==> src/hw/rtl/sks_pkg.sv <==
// ----------------------------------------------------------------------------
// sks_pkg: shared types and constants for the sorted key set
// Opcodes, status codes, transaction payloads and cell control.
// ----------------------------------------------------------------------------
`default_nettype none

package sks_pkg;

  // Default sizing
  localparam int DEF_CAPACITY  = 64;
  localparam int DEF_KEY_WIDTH = 32;

  // Fixed field widths of the transaction payloads
  localparam int OPC_W = 3;
  localparam int KEYF_W = 32;
  localparam int IDX_W = 6;
  localparam int STAT_W = 3;
  localparam int POS_W = 7;

  // Request opcodes
  typedef enum logic [OPC_W-1:0] {
    OP_INSERT  = 3'd0,
    OP_ERASE   = 3'd1,
    OP_FIND    = 3'd2,
    OP_LOWER   = 3'd3,
    OP_UPPER   = 3'd4,
    OP_READ_AT = 3'd5,
    OP_CLEAR   = 3'd6
  } sks_op_t;

  // Result status codes
  typedef enum logic [STAT_W-1:0] {
    ST_OK        = 3'd0,
    ST_DUPLICATE = 3'd1,
    ST_NOT_FOUND = 3'd2,
    ST_FULL      = 3'd3,
    ST_RANGE     = 3'd4
  } sks_status_t;

  // Request payload
  typedef struct packed {
    logic [OPC_W-1:0]  opcode;
    logic [KEYF_W-1:0] key;
    logic [IDX_W-1:0]  index;
  } sks_in_t;

  // Result payload
  typedef struct packed {
    logic [STAT_W-1:0] status;
    logic [POS_W-1:0]  position;
    logic              found;
    logic [KEYF_W-1:0] key_out;
    logic [POS_W-1:0]  length;
  } sks_out_t;

  // Control broadcast to every cell
  typedef struct packed {
    logic ins;       // open a slot at the lower bound and drop the key in
    logic del;       // close the slot at the lower bound
    logic sign_ord;  // compare as two's complement
  } sks_cell_ctl_t;

endpackage

`default_nettype wire

==> src/hw/rtl/sks_cell.sv <==
// ----------------------------------------------------------------------------
// sks_cell: one entry of the sorted key chain
// Holds one key, compares it with the request key and shifts left or right
// with its neighbors on insert and erase.
// ----------------------------------------------------------------------------
`default_nettype none

module sks_cell #(
  parameter int KEY_WIDTH = sks_pkg::DEF_KEY_WIDTH
) (
  input  wire logic                  clk,
  input  wire sks_pkg::sks_cell_ctl_t ctl,
  input  wire logic [KEY_WIDTH-1:0]  req_key,
  input  wire logic                  valid,    // entry holds a key
  input  wire logic                  open,     // entry is held or is the first free one
  input  wire logic                  below,    // entry lies before the lower bound
  input  wire logic                  lt_prev,  // left neighbor lies before the lower bound
  input  wire logic [KEY_WIDTH-1:0]  key_prev,
  input  wire logic [KEY_WIDTH-1:0]  key_next,
  output logic                       lt,
  output logic                       eq,
  output logic [KEY_WIDTH-1:0]       key_q
);

  logic [KEY_WIDTH-1:0] key_r;
  logic [KEY_WIDTH-1:0] key_nxt;
  logic [KEY_WIDTH-1:0] flip;

  // Sign flip maps signed order onto unsigned order
  assign flip = {ctl.sign_ord, {(KEY_WIDTH-1){1'b0}}};

  // Compare
  assign lt = valid && ((key_r ^ flip) < (req_key ^ flip));
  assign eq = valid && (key_r == req_key);

  // Shift / load from the lower bound onward
  always_comb begin
    key_nxt = key_r;
    if (ctl.ins && open && !below) begin
      key_nxt = lt_prev ? req_key : key_prev;
    end else if (ctl.del && valid && !below) begin
      key_nxt = key_next;
    end
  end

  always_ff @(posedge clk) begin
    key_r <= key_nxt;
  end

  assign key_q = key_r;

endmodule

`default_nettype wire

==> config.mk <==
export PLATFORM = sky130hd
export DESIGN_NAME = sks_cell
export DESIGN_NICKNAME = d
export VERILOG_FILES = /design/src/hw/rtl/sks_pkg.sv /design/src/hw/rtl/sks_cell.sv
export SDC_FILE = /design/constraint.sdc
export NUM_CORES = 1
export LEC_CHECK = 0
export BUFFER_PORTS_ARGS = -buffer_cell sky130_fd_sc_hd__clkbuf_2
export CELL_PAD_IN_SITES_DETAIL_PLACEMENT = 1
export CELL_PAD_IN_SITES_GLOBAL_PLACEMENT = 1
export CORE_MARGIN = 3
export CORE_UTILIZATION = 34
export CTS_CLUSTER_DIAMETER = 100
export DETAILED_ROUTE_END_ITERATION = 6
export PLACE_DENSITY_LB_ADDON = 0.1
export SLEW_MARGIN = 0
export SYNTH_ARGS = -nofsm -noshare
export SYNTH_HDL_FRONTEND = slang
export SYNTH_SLANG_ARGS = --single-unit
==> constraint.sdc <==
create_clock -name clk -period 4.89 [get_ports clk]
set_input_delay 0.2445 -clock clk [delete_from_list [all_inputs] [get_ports clk]]
set_output_delay 0.2445 -clock clk [all_outputs]
set_load 0.01 [all_outputs]
==> results.md <==
* Worst vdd ir at 107 uV
* Setup_tns at 0 ns
* Place WS at 2.81 ns
* Max Slew Vio Count at 0
* CTS root buffer: clkbuf_8
* Layout area overhead at 35.6%
* Final net count at 527
* CTS Sinks at 32
* Critical path arrival at 2.08 ns
* Slowest CP cell: edfxtp_1
* Fill cell count at 891
* Max-Cap Viols at 0
* GRT overflow at 0
* Post-CTS Hold Fix Bufs at 0
* Most frequent cell after synthesis: nand2_1
* # port buffers at ~140
* Critical Path RT at around 4.7 ns
* Non-Filler Instances at 489
* Status: finished, final reports clean
* Crit end category: output port
* Critical path's top delay family: simple AND/OR/NAND/NOR gates
* Total GRT Usage at between 10% and 20%
* Via density per instance at around 4.9
* First-pass GRT wire length at 11.4 mm
* Htree depth at 2
* EDFF count, synth at 32
* Buf+Inv Stages, Crit Path at 1
* Sequential element share of the synthesized area at 38.9%
* Slew HR at between 20% and 30%
* Final WL at 7.00 mm
* Inserted Diodes at 0
* Drt drc at 0
* Highest net fanout along the worst path at 3
* Reg area at 961 um2
* Setup Buffers After CTS at 0
* Worst-Margin Slew at 1.11 ns
* Top post-synthesis cells by area: edfxtp_1 (39%), ha_1 (16%), mux2i_1 (13%)
* LEAKAGE at 0.00178 uW
* Cells after Synth at ~260
* Critical path class: reg2out
* ANT nets after route at 0
* Yosys reg bits at 32
* Worst min-delay path category: in2reg
* Die Area at 8320 um2
* Post-CTS Resized at 0
* Synth warnings at 0
* Synthesized Nets at about 400
* Setup ws final at 2.56 ns
* Post-route minimum period at 2.33 ns
* Avg WL per Cell at 14.3 um
* Post-synth top area share at between 30% and 40%
* Post-synth top flop: edfxtp_1
* DP HPWL at 5.80 mm
* CP peak stage delay at 0.41 ns
* RSZ-0062 raised after global routing: false
* Share of layout cells above drive strength 1 at 37.9%
* Largest net degree at the start of global routing at 66
* FP Rows at 30
* Initial antenna violation count at 0
* Clk slew on worst S/H paths at 0.07 ns
* Tcrit/Tclk final at 47.6%
* Library cells used by synthesis at 28
* Die span in x at between 90 and 100 um
* Mean Syn Cell Area at 9.57 um2
* Clk buf depth at 2
* Post-synth ARST share at 0%
* Footprint of the multi-input gates at 1350 um2
* Max FFs per register at 32
* CTS tree: built
* GP Congestion at between 0.7 and 0.8
* Boundary Pins at approximately 140
* Initial Util at 35.7%
* Die span in y at 91.2 um
* Core footprint at 6910 um2
* Synthesized cell area at around 2500 um2
* Num CTS Buffers at 5
* Endpoints failing hold at 0
* CP cell instances: ha_1 > nand4_1 > nor4_1 > nand2_1 > nor4_2 > clkbuf_2
* Post-synth top area cell: edfxtp_1
* Initial DRC Count at 48
* Placed cell count at 481
* Vias in the first global route at 2,501
* Critical path launch point type: register
* Drt pass-1 iters at 4
* Top post-synthesis cells by count: nand2_1 (37), edfxtp_1 (32), inv_1 (32), mux2i_1 (32), o21ai_0 (32)
* Fmax at ~430 MHz
* PD cells at 242 nW/um2
* Via count at 2,378
* Count of final setup violators at 0
-- path summary, 6_finish.rpt --
kind                          from        end  slack, ns  cells after the start
worst max-delay path     key_q[29]         eq       2.56                      6
worst min-delay path  key_next[13]  key_q[13]       0.24                      3
-- where the power goes --
group / leakage (uW) / total (uW) / switching (uW) / internal [uW]
clock: 0.0000552 / 251 / 99.7 / 151
combinational: 0.00143 / 214 / 113 / 101
sequential: 0.000297 / 346 / 13.6 / 333
-- cell type report --
| class | instances | share of cell area (%) |
|---|---|---|
| clock inverter | 2 | 1.05 |
| tap | 96 | 3.59 |
| timing repair buffer | 138 | 20.7 |
| sequential | 32 | 28.7 |
| multi-input combinational | 183 | 40.2 |
| clock buffer | 6 | 2.17 |
| inverter | 32 | 3.59 |
-- tightest hold or removal path, delay by kind of cell --
family	cells	cell delay, ns
buffers and inverters	1	0.07
AND/OR/NAND/NOR	1	0.03
AO/OA/AOI/OAI	1	0.05
-- placed cells by master, fill, tap and decap left out, drive strengths merged, types with 8 or more instances in the layout --
master,instances
inv,32
nand4,8
clkbuf,143
o21ai,32
nand2,37
edfxtp,32
a21oi,14
mux2i,32
ha,31
-- cells by family after synthesis --
| kind of cell | count (synthesis) | synth area share (%) |
|---|---|---|
| AO/OA/AOI/OAI | 60 | 13.6 |
| AND/OR/NAND/NOR | 59 | 11.7 |
| buffers and inverters | 43 | 6.69 |
| multiplexers | 32 | 13.0 |
| flip-flops | 32 | 38.9 |
| adder cells (fa/ha/maj) | 31 | 15.7 |
| XOR/XNOR | 1 | 0.355 |
-- metrics by stage --
| step | instance area [um2] | total power [uW] | util [%] | hold slack [ns] |
|---|---|---|---|---|
| after CTS | 3350 | 829 | 48.5 | 0.231 |
| after floorplan | 2470 | 469 | - | 0.432 |
| after global routing | 3350 | 865 | 48.5 | 0.254 |
| final | 3350 | 811 | 48.5 | 0.235 |
| after detailed placement | 3240 | 571 | 46.9 | 0.526 |
| after global placement | 3240 | 563 | 46.9 | 0.521 |
-- per-layer routing --
metal  vias to the layer above  GRT usage [%]  wire (um)
li1                       1197              -          -
met1                      1102           19.8       2850
met2                        75           30.9       3660
met3                         4           3.81        442
met4                         0           3.52         46
met5                         -              0          0
No activity file was read; power rests on OpenSTA's default activity.
